`config.mk`:
```
export PLATFORM = sky130hd
export DESIGN_NAME = colormap_gradient_lerp_core
export DESIGN_NICKNAME = d
export VERILOG_FILES = /design/src/rtl/core/clgl_pkg.sv /design/src/rtl/core/clgl_index.sv /design/src/rtl/core/clgl_fetch.sv /design/src/rtl/core/clgl_blend.sv /design/src/rtl/core/colormap_gradient_lerp_core.sv
export SDC_FILE = /design/constraint.sdc
export NUM_CORES = 2
export LEC_CHECK = 0
export BUFFER_PORTS_ARGS = -buffer_cell sky130_fd_sc_hd__buf_4
export CAP_MARGIN = 20
export CORE_ASPECT_RATIO = 1.25
export CORE_MARGIN = 2
export CORE_UTILIZATION = 50
export CTS_BUF_LIST = sky130_fd_sc_hd__clkbuf_4 sky130_fd_sc_hd__clkbuf_8
export CTS_CLUSTER_SIZE = 10
export DETAILED_ROUTE_END_ITERATION = 10
export GPL_TIMING_DRIVEN = 1
export PLACE_DENSITY_LB_ADDON = 0.1
export SLEW_MARGIN = 20
export SYNTH_ARGS = -nofsm -noshare
export SYNTH_HDL_FRONTEND = slang
export SYNTH_HIERARCHICAL = 1
export SYNTH_SLANG_ARGS = --single-unit
export TNS_END_PERCENT = 10
```
`constraint.sdc`:
```
create_clock -name clk -period 8 [get_ports clk]
set_input_delay 0.4 -clock clk [delete_from_list [all_inputs] [get_ports clk]]
set_output_delay 0.4 -clock clk [all_outputs]
set_load 0.02 [all_outputs]
```
`src/rtl/core/clgl_pkg.sv`:
```
`default_nettype none

package clgl_pkg;

    localparam int MAP_COUNT     = 4;
    localparam int STOP_TOTAL    = 17;
    localparam int STOP_IDX_BITS = 5;
    localparam int STOP_DENOM    = 5100;
    localparam int SEL_BITS      = 3;
    localparam int MAP_BITS      = 2;
    localparam int NM1_BITS      = 3;

    typedef logic [STOP_IDX_BITS-1:0] stop_idx_t;
    typedef logic [12:0]              stop_raw_t;

    typedef struct packed {
        logic valid;
        logic bad;
    } stage_ctrl_t;

    // stop channels in units of 1/5100
    localparam stop_raw_t STOP_TABLE [STOP_TOTAL][3] = '{
        '{13'd1020, 13'd1020, 13'd3570}, '{13'd510,  13'd3060, 13'd1020},
        '{13'd4590, 13'd4080, 13'd1020}, '{13'd4590, 13'd1020, 13'd1020},
        '{13'd4590, 13'd4590, 13'd4590},
        '{13'd1020, 13'd1020, 13'd3570}, '{13'd1020, 13'd2550, 13'd3060},
        '{13'd3570, 13'd2040, 13'd1530},
        '{13'd0,    13'd1500, 13'd5100}, '{13'd5100, 13'd0,    13'd0},
        '{13'd4590, 13'd510,  13'd510},  '{13'd5100, 13'd2550, 13'd510},
        '{13'd4080, 13'd4590, 13'd510},  '{13'd510,  13'd4590, 13'd510},
        '{13'd510,  13'd510,  13'd5100}, '{13'd2550, 13'd1020, 13'd5100},
        '{13'd4590, 13'd1020, 13'd2550}
    };

    localparam stop_idx_t MAP_FIRST [MAP_COUNT] = '{5'd0, 5'd5, 5'd8, 5'd10};
    localparam logic [NM1_BITS-1:0] MAP_STOPS_M1 [MAP_COUNT] =
        '{3'd4, 3'd2, 3'd1, 3'd6};

    // rounded half up to an unsigned channel of cbits bits
    function automatic logic [31:0] stop_chan(input int idx, input int ch, input int cbits);
        longint v;
        longint m;
        v = longint'(STOP_TABLE[idx][ch]);
        m = (longint'(1) << cbits) - 1;
        return 32'((v * m + STOP_DENOM / 2) / STOP_DENOM);
    endfunction

endpackage

`default_nettype wire

```
`src/rtl/core/clgl_index.sv`:
```
`default_nettype none

module clgl_index #(
    parameter int FRACTION_BITS = 16
) (
    input  wire logic                         clk,
    input  wire logic                         rst_n,
    input  wire logic                         start,
    input  wire logic [clgl_pkg::SEL_BITS-1:0] map_select,
    input  wire logic [FRACTION_BITS:0]       position,
    output clgl_pkg::stage_ctrl_t             ctrl,
    output clgl_pkg::stop_idx_t               stop_idx,
    output logic [FRACTION_BITS-1:0]          frac
);
    import clgl_pkg::*;

    localparam int F = FRACTION_BITS;
    localparam logic [F:0] ONE = {1'b1, {F{1'b0}}};

    stage_ctrl_t         ctrl1_reg, ctrl1_next;
    logic                one1_reg;
    logic [MAP_BITS-1:0] map1_reg;
    logic [F:0]          pos1_reg;

    stage_ctrl_t         ctrl2_reg;
    stop_idx_t           idx2_reg, idx2_next;
    logic [F-1:0]        frac2_reg, frac2_next;

    logic [F+NM1_BITS:0] scaled;
    stop_idx_t           first;
    logic [NM1_BITS-1:0] nm1;

    always_comb
    begin
        ctrl1_next.valid = start;
        ctrl1_next.bad   = (map_select >= SEL_BITS'(MAP_COUNT)) || (position > ONE);
    end

    always_ff @(posedge clk or negedge rst_n)
    begin
        if (!rst_n)
        begin
            ctrl1_reg <= '0;
            ctrl2_reg <= '0;
        end
        else
        begin
            ctrl1_reg <= ctrl1_next;
            ctrl2_reg <= ctrl1_reg;
        end
    end

    always_ff @(posedge clk)
    begin
        one1_reg  <= (position == ONE);
        map1_reg  <= map_select[MAP_BITS-1:0];
        pos1_reg  <= position;
        idx2_reg  <= idx2_next;
        frac2_reg <= frac2_next;
    end

    always_comb
    begin
        first  = MAP_FIRST[map1_reg];
        nm1    = MAP_STOPS_M1[map1_reg];
        scaled = {{NM1_BITS{1'b0}}, pos1_reg} * {{(F+1){1'b0}}, nm1};
        if (ctrl1_reg.bad)
        begin
            idx2_next  = '0;
            frac2_next = '0;
        end
        else if (one1_reg)
        begin
            idx2_next  = first + STOP_IDX_BITS'(nm1);
            frac2_next = '0;
        end
        else
        begin
            idx2_next  = first + STOP_IDX_BITS'(scaled[F+NM1_BITS:F]);
            frac2_next = scaled[F-1:0];
        end
    end

    assign ctrl     = ctrl2_reg;
    assign stop_idx = idx2_reg;
    assign frac     = frac2_reg;

endmodule

`default_nettype wire

```
`src/rtl/core/clgl_fetch.sv`:
```
`default_nettype none

module clgl_fetch #(
    parameter int CHANNEL_BITS  = 8,
    parameter int FRACTION_BITS = 16
) (
    input  wire logic                          clk,
    input  wire logic                          rst_n,
    input  wire clgl_pkg::stage_ctrl_t         ctrl_in,
    input  wire clgl_pkg::stop_idx_t           stop_idx,
    input  wire logic [FRACTION_BITS-1:0]      frac_in,
    output clgl_pkg::stage_ctrl_t              ctrl_out,
    output logic [2:0][CHANNEL_BITS-1:0]       lo_color,
    output logic [2:0][CHANNEL_BITS-1:0]       hi_color,
    output logic [FRACTION_BITS-1:0]           frac_out
);
    import clgl_pkg::*;

    logic [2:0][CHANNEL_BITS-1:0] stop_color [STOP_TOTAL];

    for (genvar s = 0; s < STOP_TOTAL; s++)
    begin : g_stop
        for (genvar c = 0; c < 3; c++)
        begin : g_chan
            assign stop_color[s][c] = CHANNEL_BITS'(stop_chan(s, c, CHANNEL_BITS));
        end
    end

    stage_ctrl_t                  ctrl_reg;
    logic [2:0][CHANNEL_BITS-1:0] lo_reg, hi_reg;
    logic [FRACTION_BITS-1:0]     frac_reg;
    stop_idx_t                    hi_idx;

    // last stop of the table pairs with itself
    assign hi_idx = (stop_idx == STOP_IDX_BITS'(STOP_TOTAL - 1)) ?
                    stop_idx : stop_idx + STOP_IDX_BITS'(1);

    always_ff @(posedge clk or negedge rst_n)
    begin
        if (!rst_n)
        begin
            ctrl_reg <= '0;
        end
        else
        begin
            ctrl_reg <= ctrl_in;
        end
    end

    always_ff @(posedge clk)
    begin
        lo_reg   <= stop_color[stop_idx];
        hi_reg   <= stop_color[hi_idx];
        frac_reg <= frac_in;
    end

    assign ctrl_out = ctrl_reg;
    assign lo_color = lo_reg;
    assign hi_color = hi_reg;
    assign frac_out = frac_reg;

endmodule

`default_nettype wire

```
`src/rtl/core/clgl_blend.sv`:
```
`default_nettype none

module clgl_blend #(
    parameter int CHANNEL_BITS  = 8,
    parameter int FRACTION_BITS = 16
) (
    input  wire logic                          clk,
    input  wire logic                          rst_n,
    input  wire clgl_pkg::stage_ctrl_t         ctrl_in,
    input  wire logic [2:0][CHANNEL_BITS-1:0]  lo_color,
    input  wire logic [2:0][CHANNEL_BITS-1:0]  hi_color,
    input  wire logic [FRACTION_BITS-1:0]      frac,
    output clgl_pkg::stage_ctrl_t              ctrl_out,
    output logic [2:0][CHANNEL_BITS-1:0]       color
);
    import clgl_pkg::*;

    localparam int F  = FRACTION_BITS;
    localparam int CB = CHANNEL_BITS;
    localparam int PW = CB + F + 1;
    localparam logic [F:0] ONE = {1'b1, {F{1'b0}}};

    stage_ctrl_t        ctrl4_reg, ctrl5_reg;
    logic [2:0][PW-1:0] plo_reg, phi_reg;
    logic [2:0][CB-1:0] color_reg, color_next;
    logic [F:0]         w_lo;
    logic [2:0][PW-1:0] plo_next, phi_next;
    logic [2:0][PW-1:0] sum;

    always_comb
    begin
        w_lo = ONE - {1'b0, frac};
        for (int c = 0; c < 3; c++)
        begin
            plo_next[c] = PW'(lo_color[c]) * PW'(w_lo);
            phi_next[c] = PW'(hi_color[c]) * PW'(frac);
        end
    end

    always_comb
    begin
        for (int c = 0; c < 3; c++)
        begin
            sum[c]        = plo_reg[c] + phi_reg[c];
            color_next[c] = sum[c][F+CB-1:F];
        end
    end

    always_ff @(posedge clk or negedge rst_n)
    begin
        if (!rst_n)
        begin
            ctrl4_reg <= '0;
            ctrl5_reg <= '0;
        end
        else
        begin
            ctrl4_reg <= ctrl_in;
            ctrl5_reg <= ctrl4_reg;
        end
    end

    always_ff @(posedge clk)
    begin
        plo_reg   <= plo_next;
        phi_reg   <= phi_next;
        color_reg <= color_next;
    end

    assign ctrl_out = ctrl5_reg;
    assign color    = color_reg;

endmodule

`default_nettype wire

```
`src/rtl/core/colormap_gradient_lerp_core.sv`:
```
`default_nettype none
// result_valid, bad_request and the colour are driven from the output register of the last stage
// throughput: one request per cycle, fixed five-stage pipeline
// two index stages, table fetch, multiply, then add into the output register
// busy stays low and the receiver cannot stall, so nothing ever holds back
// reset: asynchronous active low, clears all valid bits; no request in flight

module colormap_gradient_lerp_core #(
    parameter int CHANNEL_BITS  = 8,
    parameter int FRACTION_BITS = 16
) (
    input  wire logic                          clk,
    input  wire logic                          rst_n,
    input  wire logic                          start,
    output logic                               busy,
    input  wire logic [clgl_pkg::SEL_BITS-1:0] map_select,
    input  wire logic [FRACTION_BITS:0]        position,
    output logic                               result_valid,
    output logic [CHANNEL_BITS-1:0]            red,
    output logic [CHANNEL_BITS-1:0]            green,
    output logic [CHANNEL_BITS-1:0]            blue,
    output logic                               bad_request
);
    import clgl_pkg::*;

    stage_ctrl_t                  ctrl_idx, ctrl_fetch, ctrl_out;
    stop_idx_t                    stop_idx;
    logic [FRACTION_BITS-1:0]     frac_idx, frac_fetch;
    logic [2:0][CHANNEL_BITS-1:0] lo_color, hi_color, color;

    assign busy = 1'b0;

    clgl_index #(
        .FRACTION_BITS(FRACTION_BITS)
    ) u_index (
        .clk       (clk),
        .rst_n     (rst_n),
        .start     (start & ~busy),
        .map_select(map_select),
        .position  (position),
        .ctrl      (ctrl_idx),
        .stop_idx  (stop_idx),
        .frac      (frac_idx)
    );

    clgl_fetch #(
        .CHANNEL_BITS (CHANNEL_BITS),
        .FRACTION_BITS(FRACTION_BITS)
    ) u_fetch (
        .clk     (clk),
        .rst_n   (rst_n),
        .ctrl_in (ctrl_idx),
        .stop_idx(stop_idx),
        .frac_in (frac_idx),
        .ctrl_out(ctrl_fetch),
        .lo_color(lo_color),
        .hi_color(hi_color),
        .frac_out(frac_fetch)
    );

    clgl_blend #(
        .CHANNEL_BITS (CHANNEL_BITS),
        .FRACTION_BITS(FRACTION_BITS)
    ) u_blend (
        .clk     (clk),
        .rst_n   (rst_n),
        .ctrl_in (ctrl_fetch),
        .lo_color(lo_color),
        .hi_color(hi_color),
        .frac    (frac_fetch),
        .ctrl_out(ctrl_out),
        .color   (color)
    );

    assign result_valid = ctrl_out.valid;
    assign bad_request  = ctrl_out.bad;
    assign red          = color[0];
    assign green        = color[1];
    assign blue         = color[2];

endmodule

`default_nettype wire
```
# --- Word level (Yosys, flattened, before mapping) ---
# Memories as Yosys holds them, arrays and structs flattened. A register that Yosys moved wholly into a read port is not among the register bits.
# Index checks and enable logic that the tools add are counted.
totals:
  memories: 2
  mem_bits_ro: 1536
  reg_bits: 235
  wordCells: 59
  out_inout_bits: 27
  in_bits: 23
memory_table:
  columns: ["name", "depth", "word_bits", "read_ports", "rd_ports_with_merged_regs", "wr", "line", "source"]
  rows:
  - ["(no name shown)", 32, 24, 1, 1, 0, "clgl_fetch.sv:52", "lo_reg <= stop_color[stop_idx];"]
  - ["(no name shown)", 32, 24, 1, 1, 0, "clgl_fetch.sv:53", "hi_reg <= stop_color[hi_idx];"]
op_classes:
  add_sub_neg: 7
  magnitude_cmp: 3
  mux: 8
  mul: 7
  n_bitwise: 3
  n_eq_ne: 2
  n_reduce_logical: 2
op_table:
  columns: ["op", "count"]
  rows:
  - ["adder 24 bit", 3]
  - ["multiplier 8 x 16 -> 24 bit", 3]
  - ["multiplier 8 x 17 -> 24 bit", 3]
  - ["multiplier 17 x 3 -> 20 bit", 1]
  - ["2-to-1 mux 5 bit", 4]
  - ["equality test 17 bit (second input constant)", 1]
  - ["> comparator 17 bit (second input constant)", 1]
  - ["subtractor 17 x 16 -> 17 bit (first input constant)", 1]
  - ["NOT 5 -> 6 bit", 2]
  - ["binary-select mux 5 bit (select 2 bit)", 1]
  - ["binary-select mux 3 bit (select 2 bit)", 1]
  - [">= comparator 3 bit (second input constant)", 2]
  - ["2-to-1 mux 3 bit", 2]
  - ["adder 5 x 1 -> 5 bit (second input constant)", 1]
  - ["adder 5 x 3 -> 5 bit", 1]
  - ["adder 5 x 4 -> 5 bit", 1]
  - ["equality test 5 bit (second input constant)", 1]
  - ["NOT 2 -> 3 bit", 1]
  - ["OR reduction 2 bit", 1]
  - ["logical OR 1 bit", 1]

# --- Depth between registers and ports, before layout ---
depth:
  ltp_word: 7
  depth_mapped: 26
  mapped_depth_nobuf: 24

# --- Hierarchy ---
# Netlist, hierarchy kept.
by_module_without_submodules:
  columns: ["module", "cells_each", "instances", "seq_area_each_um2", "area_per_inst_um2"]
  rows:
  - ["clgl_blend", 3295, 1, 3463.3, 29980.0]
  - ["clgl_index", 315, 1, 920.9, 2770.2]
  - ["clgl_fetch", 277, 1, 1251.2, 2631.3]
  - ["colormap_gradient_lerp_core", 2, 1, 0.0, 11.3]

# --- Least setup slack after synthesis ---
# OpenSTA, ideal clock, no wires.
synth_path:
  path_type: "flip-flop to flip-flop"
  start: "reg u_fetch.frac_reg[1], in the netlist u_fetch/frac_out[1]"
  end: "reg u_blend/plo_reg[48] in the netlist's numbering"
  required_time_ns: 7.928
  setup_slack_ns: 1.980
  path_stages_with_launch: 27
  n_path_buf: 2
  period_less_slack_ns: 6.020
  arrival_time_ns: 5.948
  setup_ns: 0.072
  cell_sequence: "dfxtp_1 > inv_1 > ha_1 > nand2_1 > or3_1 > or3_1 > buf_2 > nor3_1 > xnor2_1 > buf_2 > nand2_1 > fa_1 > inv_1 > fa_1 > fa_1 > inv_1 > fa_1 > inv_1 > ha_1 > a21o_1 > a21o_1 > a21o_1 > a21o_1 > a221oi_1 > o21ai_0 > a21oi_1 > xnor2_1"
synth_rtl:
  columns: ["item", "line", "source"]
  rows:
  - ["from (decl)", "clgl_fetch.sv:31", "logic [FRACTION_BITS-1:0] frac_reg;"]
  - ["from (signal assigned)", "clgl_fetch.sv:54", "frac_reg <= frac_in;"]
  - ["to (signal assigned)", "clgl_blend.sv:65", "plo_reg <= plo_next;"]
  - ["to (decl)", "clgl_blend.sv:24", "logic [2:0][PW-1:0] plo_reg, phi_reg;"]

==> metrics.md <==
| Metric | Value |
|---|---|
| Worst min path class | in -> async |
| # setup viols final | 0 |
| Final Cycle Share | 84.37% |
| Synthesized flop and latch total | 279 |
| CP Data Required Time | 8.53 ns |
| Commonest non-fill, non-tap cell in the layout | inv_1 |
| Top-area cell type share of the netlist area | 30.32% |
| R2R setup slack | 1.25 ns |
| Post-CTS setup buffer count | 0 |
| Pin count of the biggest net entering global routing | 50 |
| Max Cap Viol | 0 |
| Outcome | finished clean |
| Slew headroom | 27.36% |
| Gpl congestion | 0.8456 |
| H-tree lvl count | 2 |
| GRT Total Usage | 24.48% |
| Number of synthesized flops with an enable pin | 0 |
| Vias in the first global route | 27112 |
| CP Capture Type | flop |
| Syn nets | 4814 |
| Via Count | 25636 |
| Drt first pass iters | 5 |
| Post-synth cell types | 84 |
| Yosys warning total | 6 |
| Residual DRC | 0 |
| Syn Area/Cell | 9.101 sq um |
| Final Skew | 0.03039 ns |
| RSZ-0062 raised after global routing | no |
| Antenna violations before repair | 5 |
| Sequential fraction of the synthesis area | 15.92% |
| Num rows | 109 |
| Area delta synth->final | 7.442% |
| Num ports | 50 |
| Syn Inst Count | 3889 |
| Die width | 242.0 um |
| Nets | 4815 |
| Longest Clk Path Bufs | 3 |
| Die Footprint | 0.07294 sq mm |
| Async set-reset flop share out of synthesis | 3.584% |
| CTS root buffer | clkbuf_8 |
| First-pass GRT wire length | 141300 um |
| CTS Buf Count | 50 |
| Final Hold Viols | 0 |
| Type of origin of the critical path | flop |
| Clock-pin slew on the worst setup and hold paths | 0.06 ns |
| Ranking of synthesized cells by area | fa_1 30%, dfxtp_1 15%, ha_1 13% |
| First-iteration detailed-routing DRC count | 1089 |
| Cell taking the most area after synthesis | fa_1 |
| Most frequent cells in the layout | 584 x inv_1, 536 x fa_1, 513 x and2_1 |
| Post-cts gate resize count | 0 |
| Reg area | 0.005638 sq mm |
| # port buffers | 48 |
| Fin crit period | 6.750 ns |
| Critical path class | reg -> reg |
| Post-Syn Area | 0.03539 sq mm |
| Clock Sinks | 279 |
| Crit path max fanout | 16 |
| Drt via density | 5.261 |
| CTS tree | yes |
| Final WL | 85960 um |
| Main flop type after synthesis | dfxtp_1 |
| Post-DP HPWL | 66860 um |
| Tightest Pin Transition | 1.082 ns |
| Final Max Slew Viols | 0 |
| Mean routed wirelength per cell | 17.64 um |
| CP arrival | 7.28 ns |
| Die H | 301.5 um |
| Fillers | 6644 |
| Gr ovfl total | 0 |
| Core area | 0.07037 sq mm |
| Layout cell share with drive strength beyond 1 | 5.959% |
| Multi-input gate area | 0.02688 sq mm |
| Final ANT Viol Nets | 0 |
| Initial Util | 50.29% |
| Clock Latency Late Sink | 0.67 ns |
| Fmax | 148.2 MHz |
| TNS Setup | 0 ns |
## cell type report
class,count,area share [%]
Tap cell,943,3.103
Clock buffer,68,2.313
Timing Repair Buffer,125,2.613
Multi-Input combinational cell,2850,70.68
Antenna cell,3,0.01974
Sequential cell,279,14.83
Inverter,584,5.765
Clock inverter,21,0.6778
## critical path, cell delays in order, from the launching register on
cell and delay [ns]:
dfxtp_2 0.32, inv_1 0.07, ha_1 0.20, nand2_1 0.09, or3_1 0.40, or3_1 0.47, xor2_1 0.59, buf_4 0.35
and2_1 0.18, fa_1 0.43, fa_1 0.45, fa_1 0.49, inv_1 0.05, fa_1 0.47, inv_1 0.04, ha_1 0.36
and3_1 0.23, nand3_1 0.14, or2_2 0.32, a2111oi_0 0.42, a211oi_1 0.15, o21ai_0 0.20, a21oi_1 0.10, xnor2_1 0.12
## metal layers
metal / vias to the layer above / GRT usage, % / routed length (um)
met5: - / 0 / 0
met4: 0 / 10.17 / 3823
met3: 164 / 3.213 / 3516
met2: 466 / 43.30 / 42240
met1: 12737 / 30.18 / 36380
li1: 12269 / - / -
## path summary, 6_finish.rpt
kind | start | to | cells past startpoint
max | u_fetch/frac_out[0]$_DFF_P_ | u_blend/plo_reg[73]$_DFF_P_ | 23
min in group clk | u_index/frac[10]$_SDFF_PP0_ | u_fetch/frac_out[10]$_DFF_P_ | 0
max reg2reg | u_fetch/frac_out[0]$_DFF_P_ | u_blend/plo_reg[73]$_DFF_P_ | 23
max in group asynchronous | rst_n | u_index/ctrl1_reg[0]$_DFF_PN0_ | 2
min reg2reg | u_index/frac[10]$_SDFF_PP0_ | u_fetch/frac_out[10]$_DFF_P_ | 0
min | rst_n | u_blend/ctrl_out[0]$_DFF_PN0_ | 2
## synth_stat cells (all sizes together), types with 6 or more instances
master     n
a2111oi    8
a211oi    20
a21boi     7
a21o      73
a21oi    151
a221o      6
a221oi    12
a31oi     13
and2     524
and3      33
and4       6
buf       32
clkbuf   144
dfrtp     10
dfxtp    269
fa       536
ha       366
inv      584
mux2i      7
nand2    394
nand2b    25
nand3     31
nand3b     6
nand4     17
nor2     134
nor2b     29
nor3      35
nor4      10
o211ai     7
o21a      29
o21ai     94
o21bai    15
o221ai     6
o31ai      9
xnor2    117
xor2      54
## cells by family (layout without fill, tap and decap cells)
logic type / Yosys count / after routing / share of synthesized area, %
XOR/XNOR: 171 / 171 / 4.232
multiplexers: 13 / 13 / 0.4631
flip-flops: 279 / 279 / 15.92
AND/OR/NAND/NOR: 1272 / 1272 / 18.84
buffers and inverters: 760 / 798 / 8.283
other: 1 / 4 / 0.01060
AO/OA/AOI/OAI: 491 / 491 / 8.990
adder cells (fa/ha/maj): 902 / 902 / 43.26
## per-stage QoR
stage	hold slack (ns)	setup WS, ns	cells	util [%]	cell area, sq um
floorplan	0.1044	1.980	3889	-	35390
global placement	0.2369	1.364	4759	52.08	36650
detailed placement	0.2362	1.290	4759	52.08	36650
CTS	0.05070	1.281	4870	54.01	38010
global route	0.08901	0.7798	4871	54.03	38020
finish	0.1069	1.250	4873	54.04	38030
## timing repair
item,4_1_cts,5_1_grt
setup endpoints to repair,0,0
hold endpoints to repair,32,0
hold buffers,22,0
Power is not shown: default switching activity piles up to over one toggle a cycle in this logic, so the estimate is an artifact.
